==> src/rtl/mts_div.sv <==
// Bit-serial restoring divider: one quotient bit per cycle.
module mts_div #(
   parameter int NW = 32,
   parameter int DW = 32
) (
   input  logic          clock,
   input  logic          reset,
   input  logic          start,
   input  logic [NW-1:0] num,
   input  logic [DW-1:0] den,
   output logic          busy,
   output logic [NW-1:0] quo
);

   localparam int CW = (NW > 1) ? $clog2(NW) : 1;

   logic          busy_ff, busy_in;
   logic [CW-1:0] cnt_ff, cnt_in;
   logic [DW-1:0] rem_ff, rem_in;
   logic [NW-1:0] acc_ff, acc_in;
   logic [DW-1:0] den_ff, den_in;
   logic [DW:0]   trial;
   logic          fits;

   always_comb begin
      trial = {rem_ff, acc_ff[NW-1]};
      fits  = (trial >= {1'b0, den_ff});
      busy_in = busy_ff;
      cnt_in  = cnt_ff;
      rem_in  = rem_ff;
      acc_in  = acc_ff;
      den_in  = den_ff;
      if (start) begin
         busy_in = 1'b1;
         cnt_in  = '0;
         rem_in  = '0;
         acc_in  = num;
         den_in  = den;
      end else if (busy_ff) begin
         // shift one numerator bit into the remainder, quotient bit in at the bottom
         rem_in = fits ? DW'(trial - {1'b0, den_ff}) : trial[DW-1:0];
         acc_in = {acc_ff[NW-2:0], fits};
         cnt_in = cnt_ff + 1'b1;
         if (cnt_ff == CW'(NW - 1)) begin
            busy_in = 1'b0;
         end
      end
   end

   always_ff @(posedge clock) begin
      if (reset) begin
         busy_ff <= 1'b0;
         cnt_ff  <= '0;
      end else begin
         busy_ff <= busy_in;
         cnt_ff  <= cnt_in;
      end
      rem_ff <= rem_in;
      acc_ff <= acc_in;
      den_ff <= den_in;
   end

   assign busy = busy_ff;
   assign quo  = acc_ff;

endmodule

==> config.mk <==
export PLATFORM = sky130hd
export DESIGN_NAME = mts_div
export DESIGN_NICKNAME = d
export VERILOG_FILES = /design/src/rtl/mts_div.sv
export SDC_FILE = /design/constraint.sdc
export NUM_CORES = 1
export LEC_CHECK = 0
export BUFFER_PORTS_ARGS = -buffer_cell sky130_fd_sc_hd__buf_2
export CORE_MARGIN = 2
export CORE_UTILIZATION = 57
export CTS_CLUSTER_SIZE = 40
export DETAILED_ROUTE_END_ITERATION = 8
export PLACE_DENSITY = 0.89
export SLEW_MARGIN = 30
export SYNTH_ARGS = -nofsm -noshare
export SYNTH_HDL_FRONTEND = slang
export SYNTH_SLANG_ARGS = --single-unit
==> constraint.sdc <==
create_clock -name clock -period 3.21 [get_ports clock]
set_clock_uncertainty 0.15 [all_clocks]
set_input_delay 0 -clock clock [delete_from_list [all_inputs] [get_ports clock]]
set_output_delay 0 -clock clock [all_outputs]
set_load 0.05 [all_outputs]
[Word-level counts from Yosys, hierarchy flattened]
Cells that the tools add are included.
Storage, ports and cells
  word-level logic and storage cells: 17
  register bits after elaboration: 102
Operators by class
  multiplexer cells: 6
  reduce and logical (&&, ||, !) cells: 2
  equal/unequal tests: 1
  $lt $le $gt $ge: 1
  add/subtract/negate cells: 2
Operators by type and width (count)
  $mux W32: 3
  $ge A33 B32 Y1: 1
  $sub A32 B32 Y32: 1
  $add A5 B1 Y5 const B: 1
  $eq A5 B5 Y1 const B: 1
  $mux W1: 3
  $reduce_bool A2 Y1: 1
  $reduce_or A2 Y1: 1

[Depth between registers and ports, before layout]
  depth in word-level cells: 4
  gate-level depth with buffers: 14

[Worst setup path after synthesis]
Ideal clock, no wire load.
  kind: register -> register
  start: reg acc_ff[31], in the netlist quo[31]
  end: reg rem_ff[30]
  clock period less this slack: 3.216 ns
  path buffers: 0
  setup time: 0.091 ns
  data required time: 2.969 ns
  cell stages (with the launch flop): 13
  arrival: 2.975 ns
  slack: -0.006 ns
  cells stage by stage: edfxtp_1 inv_1 ha_1 fa_1 nand2b_1 a21oi_1 o2111ai_1 o211ai_1 nand4_1 a211oi_1 o21ai_1 mux2_2 a311oi_1
On the way
  cells in the longest elaborated chain, start to end: 2
  elaborated cells between the ends (all ways): 3
Ends and longest elaborated chain
  from (decl): RTL line 20  | logic [NW-1:0] acc_ff, acc_in;
  from (signal assigned): RTL line 59  | acc_ff <= acc_in;
  $sub A32 B32 Y32 / $ge A33 B32 Y1 (equally long branches): RTL line 41, 27
  $mux W32 (*): RTL line 41  | rem_in = fits ? DW'(trial - {1'b0, den_ff}) : trial[DW-1:0];
  to (signal assigned): RTL line 58  | rem_ff <= rem_in;
  to (decl): RTL line 19  | logic [DW-1:0] rem_ff, rem_in;
Mark *: on every way between the ends. The rest lies on a longest branch, timed or not.
A chain may end at the register's enable or synchronous reset.

[Worst setup path in the final report]
  start: reg den_ff[3]
  end: reg acc_ff[0], in the netlist quo[0], data pin
On the way
  cells in the longest elaborated chain, start to end: 3
Ends and longest elaborated chain
  from (decl): RTL line 21  | logic [DW-1:0] den_ff, den_in;
  from (signal assigned): RTL line 60  | den_ff <= den_in;
  $ge A33 B32 Y1: RTL line 27  | fits = (trial >= {1'b0, den_ff});
  $mux W32: RTL line 39  | end else if (busy_ff) begin
  $mux W32: RTL line 33  | if (start) begin
  named net acc_in[0]: RTL line 20
The timed path passes the listed nets, and every way through them passes these cells. The select of a mux whose other input is x is not followed.

==> out/qor.csv <==
stage;metric;value;unit
finish;Reg area;0.00268;mm²
cts;CTS Buffer Depth;2;
timing;fin crit share;98.8;%
worst_setup_path;crit path max fanout;13;
floorplanning;die height;107;µm
synth;Synth top area share;31.7;%
timing;TNS Setup;0;ns
timing;fin worst setup slack;0.0380;ns
synth;register area share after synthesis;44.3;%
finish;area grow syn2layout;26.9;%
worst_setup_path;Setup crit end kind;flip-flop;
placement;RD Place Congestion;0.960;
synth;Gate Count Post-Synth;598;
global_route;grt total ovfl;0;
worst_setup_path;CP most frequent cell;a211oi_2;
global_route;vias in the first global route;5228;
power_and_ir_drop;PwrDens;481;mW/mm²
worst_setup_path;Crit. path cell count;11;
worst_setup_path;CP top delay family;simple AND/OR/NAND/NOR gates;
worst_setup_path;crit-path max cell delay;0.56;ns
finish;fin util;74.4;%
worst_setup_path;Critical path buffers and inverters;3;
cts;clk root buf;clkbuf_8;
floorplanning;row cnt;37;
routing;vias;5265;
routing;drt first pass iters;6;
routing;remaining antenna violation count;0;
synth;Netlist cell types;57;
worst_hold_path;Worst Hold Class;in -> reg;
routing;DRT iter0 DRCs;485;
worst_setup_path;FF-to-FF path depth;11;
finish;final std cells w/o fill;898;
synth;number of synthesized flops with an enable pin;64;
global_route;initial antenna violation count;0;
synth;cell taking the most area after synthesis;edfxtp_1;
placement;placed cell count;812;
synth;flops & latches, synth;102;
routing;DR WL/cell;18.6;µm
finish;layout cells sized above 1;29.4;%
timing;Hold Vio Cnt, Final;0;
floorplanning;core area;0.0103;mm²
cts;CTS tree;built;
timing;Tightest Pin Transition;0.869;ns
worst_setup_path;slowest CP cell;or4b_4;
cts;Clock transition at path regs;0.11;ns
global_route;GRT Total Usage;29.7;%
cts;CTS H-tree depth;3;
cts;clock sinks;102;
finish;# fillers;670;
worst_setup_path;Worst Path Required;3.22;ns
floorplanning;Initial Utilization;58.6;%
global_route;largest net degree at the start of global routing;74;
routing;drc violations;0;
worst_setup_path;Setup CP Type;reg -> reg;
finish;Antenna Cells;0;
power_and_ir_drop;leakage;3.23;nW
synth;ys flop type;edfxtp_1;
cts;TritonCTS Buffers;9;
worst_setup_path;worst path cell trace;inv_1 > ha_1 > a21o_1 > a21oi_2 > a211oi_2 > nor3_4 > a211oi_2 > or4b_4 > buf_4 > clkbuf_16 > mux2_2;
outcome;outcome;complete, no violations;
floorplanning;die area;0.0115;mm²
timing;max-slew violation count;0;
floorplanning;Ports;100;
global_route;first-pass GRT wire length;26100;µm
placement;Port Buffers;99;
synth;ranking of synthesized cells by area;edfxtp_1 (32%), dfxtp_1 (13%), ha_1 (7.0%);
floorplanning;die width;107;µm
worst_setup_path;Worst EP arrival;3.18;ns
timing;WHS;0.140;ns
run;Max Cap Viol;0;
timing;Max Fclk;315;MHz
finish;most frequent cells in the layout;buf_2 (98), nand2_1 (69), dlygate4sd3_1 (66);
synth;Net Count, Synth;700;
finish;commonest non-fill, non-tap cell in the layout;buf_2;
timing;Final setup viols;0;
placement;Place WS;0.0638;ns
timing;Slew HR;42.1;%
finish;Final #Nets;859;
worst_hold_path;Hold Path Stages;2;
timing;RSZ-0062 raised after global routing;true;
placement;DP HPWL;9570;µm
worst_setup_path;critical path launch point type;flip-flop;
routing;vias per cell;5.86;
finish;area occupied by multi-input gates;0.00316;mm²
timing;fin crit period;3.17;ns
synth;Syn Area/Cell;10.1;µm²
cts;Worst-Skew Late Latency;0.41;ns
synth;ys async rst share;0;%
synth;synthesis warning total;0;
power_and_ir_drop;Peak VDD IR;0.000510;V
synth;Cell Area, Synth;0.00605;mm²
routing;Post-Route WL;16700;µm
-- metal layers --
metal / track usage [%] / routed length [µm] / vias to the layer above
li1: - / - / 2483
met4: 13.5 / 665 / 0
met3: 8.94 / 1230 / 58
met2: 50.4 / 8390 / 272
met5: 0 / 0 / -
met1: 34.3 / 6410 / 2452
-- logic make-up (layout without fill, tap and decap cells) --
group	count (synthesis)	in the layout	synth area share, %
simple gates	173	173	13.3
compound gates	148	148	18.7
flops	102	102	44.3
buf+inv	75	239	5.39
mux	38	38	6.97
fa+ha+maj	35	35	7.36
xor+xnor	27	27	3.91
-- synth_stat cells (all sizes together), types with 9 or more instances --
cell type,number
a21o,18
xnor2,16
a21oi,48
buf,15
nand3,11
edfxtp,64
mux2,33
dfxtp,38
o21ai,19
clkbuf,18
nand4,10
nand2,78
nor2,41
a211oi,9
xor2,11
a311oi,23
ha,34
nor3,10
inv,42
-- metrics by stage --
step           instance area, µm²  power (mW)
2_1_floorplan                6060        2.47
3_3_place_gp                 6680        2.69
3_5_place_dp                 6680        2.73
4_1_cts                      7520        3.57
5_1_grt                      7680        3.85
6_report                     7680        3.70
-- power breakdown --
group	internal (mW)	leakage [nW]	switching, mW
Sequential	1.53	0.948	0.0819
Clock	0.293	0.0939	0.505
Combinational	0.508	2.18	0.782
-- area by class of cell --
class / instances / share of cell area (%)
Inverter: 42 / 2.22
Clock buffer: 9 / 1.61
Tap cell: 136 / 2.22
Clock inverter: 7 / 0.717
Timing Repair Buffer: 181 / 17.2
Sequential cell: 102 / 34.9
Multi-Input combinational cell: 421 / 41.1
-- worst paths after layout --
| path | start | end | slack, ns |
|---|---|---|---|
| min | den[0] | den_ff[0] | 0.14 |
| max reg2reg | den_ff[3] | quo[0] | 0.04 |
| min reg2reg | rem_ff[22] | rem_ff[22] | 0.37 |
| max | den_ff[3] | quo[0] | 0.04 |
-- repair_timing --
item	CTS	global route
setup endpoints to repair	0	27
gates resized for setup	0	27
hold buffers	66	0
setup buffers	0	3
hold endpoints to repair	78	0
-- flip-flops by register name, indices dropped and copies added (netlist names) --
register / cells
den_ff: 32
cnt_ff: 5
rem_ff: 32
quo: 32
busy: 1
-- worst register-to-register path, cell delays in order, from the launching register on --
cell	delay, ns
edfxtp_1	0.35
inv_1	0.04
ha_1	0.36
a21o_1	0.22
a21oi_2	0.24
a211oi_2	0.13
nor3_4	0.16
a211oi_2	0.09
or4b_4	0.56
buf_4	0.17
clkbuf_16	0.16
mux2_2	0.29
Power figures use the tool's default switching activity.
