--- config.mk ---
export PLATFORM = sky130hd
export DESIGN_NAME = mts_ram
export DESIGN_NICKNAME = d
export VERILOG_FILES = /design/src/rtl/mts_ram.sv
export SDC_FILE = /design/constraint.sdc
export NUM_CORES = 1
export LEC_CHECK = 0
export CORE_UTILIZATION = 60
export CTS_BUF_LIST = sky130_fd_sc_hd__clkbuf_8
export CTS_CLUSTER_SIZE = 24
export DETAILED_ROUTE_END_ITERATION = 16
export DONT_BUFFER_PORTS = 1
export GPL_TIMING_DRIVEN = 0
export PLACE_DENSITY = 0.76
export SYNTH_ARGS = -nofsm -noshare
export SYNTH_HDL_FRONTEND = slang
export SYNTH_SLANG_ARGS = --single-unit
--- constraint.sdc ---
create_clock -name clock -period 8.4 [get_ports clock]
set_input_delay 0.42 -clock clock [delete_from_list [all_inputs] [get_ports clock]]
set_output_delay 0.42 -clock clock [all_outputs]
set_load 0.005 [all_outputs]
--- src/rtl/mts_ram.sv ---
// Generic single-port-write, registered-read RAM.
module mts_ram #(
   parameter int WIDTH = 32,
   parameter int DEPTH = 16,
   localparam int AW = (DEPTH > 1) ? $clog2(DEPTH) : 1
) (
   input  logic             clock,
   input  logic             wr_en,
   input  logic [AW-1:0]    wr_addr,
   input  logic [WIDTH-1:0] wr_data,
   input  logic [AW-1:0]    rd_addr,
   output logic [WIDTH-1:0] rd_data
);

   logic [WIDTH-1:0] mem [DEPTH];
   logic [WIDTH-1:0] rd_data_ff;

   always_ff @(posedge clock) begin
      if (wr_en) begin
         mem[wr_addr] <= wr_data;
      end
      rd_data_ff <= mem[rd_addr];
   end

   assign rd_data = rd_data_ff;

endmodule

=== Yosys cells after proc, flatten, opt, wreduce, memory -nomap -nowiden ===
Memories as Yosys holds them, arrays and structs flattened. A register that Yosys moved wholly into a read port is not among the register bits.
Index checks and enable logic that the tools add are counted.

* Register bits after elaboration: 0
* RAM bits: 512
* Input bits: 42
* Output and inout port bits: 32
* Logic and storage cells: 3
* Memories kept: 1

* Muxes and demuxes: 2

{| class="wikitable"
|+ Memories
! memory !! depth !! width !! read ports !! clocked after Yosys merged registers in !! wr ports !! RTL line !! RTL
|-
| mem || 16 || 32 || 1 || 1 || 1 || 15 || <nowiki>logic [WIDTH-1:0] mem [DEPTH];</nowiki>
|}

{| class="wikitable"
|+ Operators by type and width
! cell !! number
|-
| 2-to-1 mux 1 bit || 2
|}

=== Longest topological paths before layout ===
Gate-level depths: netlist of run 1.

* Depth after elaboration: 2
* Depth in mapped cells: 5

=== Worst setup path before layout of run 1 ===
OpenSTA, ideal clock, no wires.

* Kind: input to register
* Start: input wr_addr[2]
* End: memory mem[0][0] (enable)
* Setup time: 461 ps
* Arrival time: 3138 ps
* Required time: 7939 ps
* Slack: 4800 ps
* Stages on the path: 2
* Buffers on the path: 0
* Path through: or3b_2 > nor3_1

{| class="wikitable"
|+ RTL lines
! element !! RTL line !! RTL
|-
| start: declaration || 9 || <nowiki>input logic [AW-1:0] wr_addr,</nowiki>
|-
| end: declaration || 15 ||
|}

Straight into the memory's write port.

==> results of run 1 <==
==> metrics by stage <==
step / util / worst slack [ns] / hold WS, ns / cell area (sq um) / total power [mW]
2_1_floorplan: - / 4.80 / 0.519 / 19900 / 3.25
3_3_place_gp: 0.627 / 2.34 / 0.519 / 20400 / 3.31
3_5_place_dp: 0.644 / 6.08 / 0.519 / 21000 / 3.33
4_1_cts: 0.705 / 6.77 / 0.0274 / 22900 / 5.44
5_1_grt: 0.705 / 6.68 / 0.0467 / 22900 / 5.57
6_report: 0.705 / 6.72 / 0.0694 / 22900 / 5.40
==> sequential cells by signal (all words and copies together) (netlist names) <==
| register | cells |
|---|---|
| mem | 512 |
| rd_data | 32 |
==> cell usage after synthesis, drive strengths merged <==
cell / n / share of area
a22oi: 64 / 0.024
or3b: 1 / 0.00044
dfxtp: 32 / 0.032
nand2b: 2 / 0.00063
nand3: 1 / 0.00025
edfxtp: 512 / 0.77
and2: 1 / 0.00032
nor2b: 2 / 0.00063
buf: 26 / 0.0080
nand2: 33 / 0.0062
nand3b: 2 / 0.00076
nor2: 13 / 0.0025
clkbuf: 17 / 0.0032
mux4: 128 / 0.15
nor3: 4 / 0.0010
==> critical path: cells and delay by family <==
kind	cells	cell delay [ns]
buffers and inverters	2	0.95
multiplexers	1	0.41
AO/OA/AOI/OAI	1	0.22
AND/OR/NAND/NOR	1	0.15
==> power groups by stage <==
stage	combinational [mW]	clock, mW	sequential (mW)
2_1_floorplan	0.146	0	3.11
3_3_place_gp	0.200	0	3.11
3_5_place_dp	0.216	0	3.11
4_1_cts	0.259	2.12	3.06
5_1_grt	0.274	2.24	3.06
6_report	0.257	2.09	3.06
==> cell families (layout without fill, tap and decap cells) <==
logic type	count (synthesis)	in the layout
flip-flops	544	544
multiplexers	128	128
buffers and inverters	43	261
AO/OA/AOI/OAI	64	64
AND/OR/NAND/NOR	59	59
==> cell type report <==
type                       count  area [sq um]  area share
timing repair buffer          61           776      0.0338
multi-input combinational    251          3730       0.163
clock buffer                  94          1290      0.0564
sequential                   544         16000       0.699
tap                          442           553      0.0241
clock inverter                63           335      0.0146
buffer                        43           223     0.00972
==> timing repair <==
| item | CTS | global route |
|---|---|---|
| resized for setup | 0 | 0 |
| endpoints found under the hold margin | 513 | 0 |
| hold buffers | 34 | 0 |
| endpoints found under the setup margin | 0 | 0 |
==> metal layers <==
layer | vias to the layer above | track usage
li1 | 3900 | -
met1 | 4827 | 0.349
met2 | 461 | 0.420
met3 | 108 | 0.0563
met4 | 2 | 0.108
met5 | - | 0
==> worst max path at each step <==
stage                  end  slack [ns]  startpoint  cells past startpoint
5_1_grt        rd_data[22]        6.68  rd_addr[1]                      5
4_1_cts        rd_data[12]        6.77  rd_addr[1]                      5
6_report       rd_data[12]        6.72  rd_addr[1]                      5
3_5_place_dp   rd_data[12]        6.08  rd_addr[1]                      5
3_3_place_gp     mem[0][2]        2.34  wr_addr[2]                      2
2_1_floorplan    mem[0][0]        4.80  wr_addr[2]                      2
==> flow_metrics.env, run 1 <==
export IMPL_wl_met2_mm=21.1
export IMPL_ir_worst_vdd_mv=0.142
export IMPL_hp_start="wr_addr[0]"
export IMPL_min_path_cells=1
export IMPL_timing_final_max_slew_violations=0
export IMPL_grt_pass1_vias=9674
export IMPL_core_area_sq_um=32500
export IMPL_arrival_ns=2.16
export IMPL_period_needed_ns=1.68
export IMPL_cts_root_buf="clkbuf_8"
export IMPL_hold_path_class="primary input to register"
export IMPL_layout_commonest_cell="edfxtp_1"
export IMPL_insertion_delay_ns=0.63
export IMPL_dp_hpwl_mm=25.1
export IMPL_critPathSlowestCell="buf_1"
export IMPL_dr_first_iter_drc_count=912
export IMPL_fmax_mhz=597
export IMPL_vias_per_cell=6.21
export IMPL_status="complete, no violations"
export IMPL_first_pass_iters=5
export IMPL_clockBufferDepth=3
export IMPL_synth_nets=880
export IMPL_worstSetupPathType="primary input to register"
export IMPL_yosys_area_share_xor_xnor=0
export IMPL_die_h_um=184
export IMPL_grtUsageTotal=0.260
export IMPL_synth_top_family_by_area="multiplexers"
export IMPL_relSlewSlack=0.391
export IMPL_fin_skew_ns=0.0373
export IMPL_routed_top_layer="met5"
export IMPL_wl_met3_mm=3.12
export IMPL_clk_pin_slew_ns=0.06
export IMPL_power_density_nw_per_um2=236
export IMPL_setup_tns_ns=0
export IMPL_nets=1027
export IMPL_die_w_um=184
export IMPL_p_clk_frac=0.386
export IMPL_grt_pass1_wl_mm=61.3
export IMPL_drcViolationCount=0
export IMPL_synth_distinct_cells=18
export IMPL_area_growth_pct=15.5
export IMPL_wirelength_met1_mm=16.1
export IMPL_antenna_cells=0
export IMPL_htreeDepth=3
export IMPL_vias=9298
export IMPL_fin_cells=1498
export IMPL_grt_ovfl_total=0
export IMPL_start_util=0.610
export IMPL_place_gp_congestion=0.736
export IMPL_syn_cell_area_sq_um=19900
export IMPL_pwr_share_comb=0.048
export IMPL_switching_share=0.215
export IMPL_hold_end="mem[8][14]"
export IMPL_rsz0062_at_grt="no"
export IMPL_syn_inst=838
export IMPL_ys_seq_area_frac=0.807
export IMPL_die_area_sq_um=33800
export IMPL_num_rows=66
export IMPL_fill_cells=1888
export IMPL_io_pins=74
export IMPL_r2r_start="mem[1][22]"
export IMPL_synthMuxAreaShare=0.145
export IMPL_cts_tree="done"
export IMPL_ff2ff_setup_slack_ns=6.99
export IMPL_max_stage_delay_ns=0.72
export IMPL_required_ns=8.89
export IMPL_path_max_fanout=10
export IMPL_wl_mm=41.7
export IMPL_synth_simple_area_share=0.0127
export IMPL_final_cell_mix="edfxtp_1 (512), mux4_2 (128), clkbuf_8 (94)"
export IMPL_hold_violations=0
export IMPL_cp_start_kind="primary input"
export IMPL_seq_power_share=0.566
export IMPL_syn_area_per_cell_sq_um=23.7
export IMPL_worst_pin_slew_ns=0.913
export IMPL_ant_nets=0
export IMPL_drive_above_1_share=0.280
export IMPL_antenna_found_initial=1
export IMPL_p_sw_mw=1.16
export IMPL_cts_buffers=84
export IMPL_reg2reg_depth=3
export IMPL_p_int_mw=4.24
export IMPL_io_buffer_count=0
export IMPL_post_place_cells=1307
export IMPL_rr_endpoint="rd_data[22]"
export IMPL_ys_seq_elements=544
export IMPL_synth_compound_area_share=0.0242
export IMPL_end_kind="register"
export IMPL_synthAdderAreaFrac=0
export IMPL_grt_max_degree=23
export IMPL_leakage_nw=7.45
export IMPL_maxCapViolations=0
export IMPL_cp_cell_sequence="buf_2, buf_1, mux4_2, a22oi_1, nand2_1"
export IMPL_post_route_period_util=0.200
export IMPL_yosysWarnings=0
export IMPL_cts_num_sinks=544
export IMPL_setup_violations=0
export IMPL_post_cts_buffers=0
export IMPL_wl_per_cell_um=27.8
(Power assumes the default switching activity.)
==> run 2: changes to the inputs <==
Settings changed: ABC_AREA from default to 1.
Clock period 8.4 ns to 1.6 ns, I/O delays scaled along.
==> run 2 against run 1 <==
Net effect:
- combinational power grew to 7.9 times the previous value
- via count grew 70%
- first-iteration DRC count grew 120%
- critical path depth grew 1
- register-to-register slack lost 6.5 ns
- core utilization shrank 0.63 points
- the run now ends with negative setup slack left
- setup slack lost 6.7 ns
==> flow_metrics.env, run 2 <==
export IMPL_status="complete, but fails checks"
export IMPL_violations="negative setup slack"
export IMPL_wl_mm=60.2
export IMPL_place_gp_congestion=0.859
export IMPL_die_h_um=197
export IMPL_cts_buffers=85
export IMPL_cts_tree="done"
export IMPL_grt_ovfl_total=0
export IMPL_ant_nets=0
export IMPL_stdcell_area_sq_um=25800
export IMPL_syn_cell_area_sq_um=22700
export IMPL_ir_worst_vdd_mv=0.772
export IMPL_num_rows=70
export IMPL_hold_violations=0
export IMPL_fin_skew_ns=0.0253
export IMPL_placed_cell_area_sq_um=23900
export IMPL_max_stage_delay_ns=0.84
export IMPL_cts_num_sinks=544
export IMPL_required_ns=2.13
export IMPL_ys_seq_area_frac=0.705
export IMPL_grt_pass1_wl_mm=90.4
export IMPL_cp_start_kind="primary input"
export IMPL_end_kind="register"
export IMPL_insertion_delay_ns=0.65
export IMPL_synth_edf_count=512
export IMPL_grtUsageTotal=0.322
export IMPL_area_growth_pct=13.5
export IMPL_dr_first_iter_drc_count=2037
export IMPL_drive_above_1_share=0.0932
export IMPL_p_clk_frac=0.377
export IMPL_arrival_ns=2.14
export IMPL_clockBufferDepth=3
export IMPL_final_cell_mix="nand2_1 (677), edfxtp_1 (512), inv_1 (434)"
export IMPL_synthArstFlopShare=0
export IMPL_cp_cell_sequence="dlygate4sd3_1, inv_2, buf_1, nand3_1, nand3_1, nand2_1"
export IMPL_synth_ff_type="edfxtp_1"
export IMPL_syn_inst=2120
export IMPL_core_area_sq_um=37000
export IMPL_path_max_fanout=10
export IMPL_rsz0062_at_grt="no"
export IMPL_worst_pin_slew_ns=1.08
export IMPL_cp_num_buf_inv=3
export IMPL_leakage_nw=11.1
export IMPL_synth_distinct_cells=15
export IMPL_timing_final_max_slew_violations=0
export IMPL_power_density_nw_per_um2=1120
export IMPL_clk_pin_slew_ns=0.06
export IMPL_wl_per_cell_um=21.2
export IMPL_io_buffer_count=0
export IMPL_pwr_share_comb=0.070
export IMPL_critPathTopFamily="buffers and inverters"
export IMPL_worstSetupPathType="primary input to register"
export IMPL_layout_commonest_cell="nand2_1"
export IMPL_grt_pass1_vias=15600
export IMPL_synth_top_cell_by_area="edfxtp_1"
export IMPL_antenna_found_initial=2
export IMPL_seq_power_share=0.554
export IMPL_die_w_um=197
export IMPL_relSlewSlack=0.277
export IMPL_ys_seq_elements=544
export IMPL_maxCapViolations=0
export IMPL_regMostFlops="mem"
export IMPL_post_route_period_util=1.00
export IMPL_syn_area_per_cell_sq_um=10.7
export IMPL_yosysWarnings=0
export IMPL_grt_max_degree=26
export IMPL_post_route_util=0.698
export IMPL_io_pins=74
export IMPL_dp_hpwl_mm=37.4
export IMPL_ys_top_cells_by_count="nand2_1 (677), edfxtp_1 (512), inv_1 (388), nand3_1 (385), buf_2 (41)"
export IMPL_vias=15800
export IMPL_largest_register_ffs=512
export IMPL_nets=2299
export IMPL_cts_root_buf="clkbuf_8"
export IMPL_period_needed_ns=1.61
export IMPL_critPathSlowestCell="buf_1"
export IMPL_fmax_mhz=622
export IMPL_worst_slack_ns=-0.00799
export IMPL_p_sw_mw=6.85
export IMPL_yosysTopAreaCellShare=0.676
export IMPL_p_int_mw=22.1
export IMPL_fill_cells=2547
export IMPL_start_util=0.615
export IMPL_vias_per_cell=5.59
export IMPL_hold_path_class="primary input to register"
export IMPL_drcViolationCount=0
export IMPL_ys_top_cells_by_area="edfxtp_1 (68%), nand2_1 (11%), nand3_1 (8.5%)"
export IMPL_synth_nets=2162
export IMPL_die_area_sq_um=38700
export IMPL_setup_violations=1
export IMPL_htreeDepth=3
export IMPL_timing_critical_path_mode_cell="nand3_1"
export IMPL_first_pass_iters=6
export IMPL_whs_ns=0.0840
export IMPL_switching_share=0.236
export IMPL_synth_most_common_cell="nand2_1"
==> run 2: cell types whose count changed after synthesis, moves of 3 or more <==
cell	before	now
a22oi_1	64	0
buf_1	9	14
buf_2	4	41
buf_4	11	6
buf_6	2	29
clkbuf_1	17	14
inv_1	0	388
mux4_2	128	0
nand2_1	33	677
nand3_1	1	385
nor2_1	13	17
nor3_1	4	0
==> run 2: final timing paths <==
path / startpoint / endpoint / slack, ns / cells past startpoint
worst max-delay path: rd_addr[2] / rd_data[30] / -0.008 / 6
worst min-delay path: rd_addr[1] / rd_data[8] / 0.08 / 6
worst max register to register: mem[1][30] / rd_data[30] / 0.54 / 6
worst min register to register: mem[10][29] / rd_data[29] / 0.65 / 6
==> run 2: kinds of logic (layout without fill, tap and decap cells) <==
| kind of cell | after synthesis | in the layout | synth area share |
|---|---|---|---|
| other | 0 | 3 | 0 |
| buffers and inverters | 495 | 703 | 0.0954 |
| AND/OR/NAND/NOR | 1081 | 1081 | 0.200 |
| flip-flops | 544 | 544 | 0.705 |
==> run 2: metrics by stage <==
stage,setup slack [ns],power [mW],cells,TNS [ns]
finish,-0.00799,29.0,2835,-0.00799
floorplan,-0.473,17.4,2120,-151.15
detailed placement,-0.219,18.1,2640,-16.16
global placement,-2.01,18.0,2624,-746.75
CTS,0.0210,29.0,2832,0
global route,0.0387,29.8,2833,0
==> run 2: metal layers <==
layer  vias up  routed length [um]  GRT usage
li1       7142                   -          -
met1      7373               22200      0.432
met2      1136               27300      0.495
met3       185                8140     0.0803
met4         2                2530      0.158
met5         -                  13          0
==> run 2: layout make-up <==
class                      instances  area (sq um)  area share
sequential                       544         16000       0.621
multi-input combinational       1081          4670       0.181
inverter                         390          1470      0.0568
clock buffer                      99          1360      0.0528
timing repair buffer              50           713      0.0276
buffer                           105           703      0.0272
tap                              504           631      0.0244
clock inverter                    59           241     0.00936
antenna                            3          7.51    0.000291
==> run 2: tightest hold or removal path: cells and delay by family <==
kind / cells / cell delay [ns]
AND/OR/NAND/NOR: 4 / 0.35
buffers and inverters: 2 / 0.23
==> run 2: power groups by stage <==
stage	Combinational, mW	Clock (mW)	Sequential, mW
floorplan	1.09	0	16.3
detailed placement	1.72	0	16.3
global route	2.16	11.6	16.1
CTS	1.97	10.9	16.0
global placement	1.62	0	16.3
finish	2.02	10.9	16.0
==> run 2: timing repair <==
| action | CTS | global route |
|---|---|---|
| buffers inserted | 0 | 0 |
| hold endpoints to repair | 517 | 0 |
| gates resized for setup | 0 | 1 |
| hold buffers | 34 | 0 |
| endpoints found under the setup margin | 0 | 3 |
==> run 3: changes to the inputs <==
Settings changed: REMOVE_ABC_BUFFERS from default to 1.
==> run 3 against run 2 <==
Net effect:
- the run still ends with negative setup slack left
- sequential power about the same
- sequential cell count unchanged
- power grew 0.52%
- register-to-register slack lost 0.57 ns
- design area rose by 5.4%
- count of clock-buffer cells in the layout grew 4
- clock skew down 0.0043 ns
- wire length is 7.5% lower
- core utilization is 3.8 points higher
- setup slack got worse by 0.12 ns
- final cell count grew 2.7%
- sequential share of layout area fell by 3.2 points
- largest power group unchanged
==> flow_metrics.env, run 3 (synthesis results as in run 2) <==
export IMPL_pre_cts_ws_ns=-0.304
export IMPL_setup_violations=15
export IMPL_fmax_mhz=579
export IMPL_drive_above_1_share=0.0710
export IMPL_insertion_delay_ns=0.63
export IMPL_cp_cell_sequence="inv_8, nand2_1, nand2_1, nand2_1, dlygate4sd3_1, nand3_1, nand3_2, nand2_1"
export IMPL_htreeDepth=3
export IMPL_required_ns=2.16
export IMPL_post_cts_buffers=0
export IMPL_final_cell_mix="nand2_1 (673), edfxtp_1 (512), inv_1 (421)"
export IMPL_place_gp_congestion=0.719
export IMPL_worstSetupPathType="primary input to register"
export IMPL_antenna_cells=0
export IMPL_vias_per_cell=5.45
export IMPL_critPathSlowestCell="inv_8"
export IMPL_cts_tree="done"
export IMPL_dp_hpwl_mm=24.9
export IMPL_endpoint="rd_data[11]"
export IMPL_fin_skew_ns=0.0210
export IMPL_rsz0062_at_grt="yes"
export IMPL_first_pass_iters=7
export IMPL_cts_buffers=84
export IMPL_io_buffer_count=0
export IMPL_post_route_util=0.736
export IMPL_grt_ovfl_total=0
export IMPL_placed_cell_area_sq_um=23200
export IMPL_ant_nets=0
export IMPL_ir_worst_vdd_mv=0.881
export IMPL_cp_start_kind="primary input"
export IMPL_end_kind="register"
export IMPL_hold_path_class="primary input to register"
export IMPL_start_util=0.615
export IMPL_regMostFlops="mem"
export IMPL_critPathLaunch="rd_addr[0]"
export IMPL_post_place_cells=2539
export IMPL_grt_pass1_vias=16200
export IMPL_rr_endpoint="rd_data[11]"
export IMPL_violations="negative setup slack"
export IMPL_leakage_nw=11.3
export IMPL_area_growth_pct=19.7
export IMPL_worst_slack_ns=-0.126
export IMPL_timing_critical_path_mode_cell="nand2_1"
export IMPL_antenna_found_initial=0
export IMPL_layout_commonest_cell="nand2_1"
export IMPL_stdcell_area_sq_um=27200
export IMPL_period_needed_ns=1.73
export IMPL_worst_pin_slew_ns=0.991
export IMPL_grt_pass1_wl_mm=85.8
export IMPL_grtUsageTotal=0.296
export IMPL_power_density_nw_per_um2=1070
export IMPL_core_area_sq_um=37000
export IMPL_dr_first_iter_drc_count=1543
export IMPL_hold_violations=0
export IMPL_path_max_fanout=187
export IMPL_status="complete, but fails checks"
export IMPL_report_power_total_mw=29.1
export IMPL_maxCapViolations=0
export IMPL_die_area_sq_um=38700
export IMPL_die_w_um=197
export IMPL_io_pins=74
export IMPL_num_rows=70
export IMPL_wl_mm=55.7
export IMPL_fill_cells=2310
export IMPL_vias=15900
export IMPL_reg2reg_depth=7
export IMPL_post_route_period_util=1.08
export IMPL_grt_max_degree=188
export IMPL_cts_root_buf="clkbuf_8"
export IMPL_nets=2380
export IMPL_max_stage_delay_ns=0.78
export IMPL_cts_num_sinks=544
export IMPL_relSlewSlack=0.339
export IMPL_r2r_start="mem[13][11]"
export IMPL_fin_cells=2911
export IMPL_arrival_ns=2.29
export IMPL_die_h_um=197
export IMPL_drcViolationCount=0
export IMPL_clockBufferDepth=3
export IMPL_timing_final_max_slew_violations=0
export IMPL_clk_pin_slew_ns=0.06
export IMPL_ff2ff_setup_slack_ns=-0.03
export IMPL_wl_per_cell_um=19.1
export IMPL_largest_register_ffs=512
run 3: what timing repair did:
action	4_1_cts	5_1_grt
setup endpoints to repair	0	12
resized for setup	0	22
hold endpoints to repair	544	3
hold buffers	222	1
run 3: how the worst min path moves through the flow:
stage / end / depth (start not counted) / from / slack [ns]
finish: rd_data[17] / 5 / rd_addr[0] / 0.09
global route: rd_data[17] / 5 / rd_addr[0] / -0.002
CTS: rd_data[10] / 5 / rd_addr[1] / 0.05
detailed placement: mem[15][21] / 0 / wr_data[21] / 0.18
floorplan: mem[0][0] / 0 / wr_data[0] / 0.18
global placement: mem[15][12] / 0 / wr_data[12] / 0.18
run 3: layer usage:
metal,wire [um],track usage,vias to the layer above
met5,0,0,-
met4,1610,0.122,0
met3,5630,0.0580,140
met2,27000,0.488,904
met1,21400,0.387,7528
li1,-,-,7294
run 3: critical path: cells and delay by family:
kind	cells	cell delay (ns)
and+or+nand+nor	6	0.64
buffers and inverters	2	1.33
run 3: through the flow:
step                setup TNS [ns]  hold WS, ns
finish                      -0.602       0.0905
global route                -0.128     -0.00171
CTS                              0       0.0453
detailed placement          -31.71        0.180
global placement          -1205.97        0.180
floorplan                  -256.73        0.179
run 3: power by group:
group | switching (mW) | total [mW] | leakage [nW] | internal [mW]
Combinational | 1.22 | 1.94 | 5.47 | 0.719
Sequential | 0.107 | 16.0 | 4.90 | 15.9
Clock | 5.20 | 11.1 | 0.971 | 5.95
run 3: cell type report:
class | instances | area, sq um | area share
Clock buffer | 103 | 1420 | 0.0521
Clock inverter | 52 | 226 | 0.00833
Timing Repair Buffer | 237 | 2680 | 0.0983
Inverter | 390 | 1480 | 0.0544
Tap cell | 504 | 631 | 0.0232
Multi-Input combinational cell | 1081 | 4760 | 0.175
Sequential cell | 544 | 16000 | 0.589
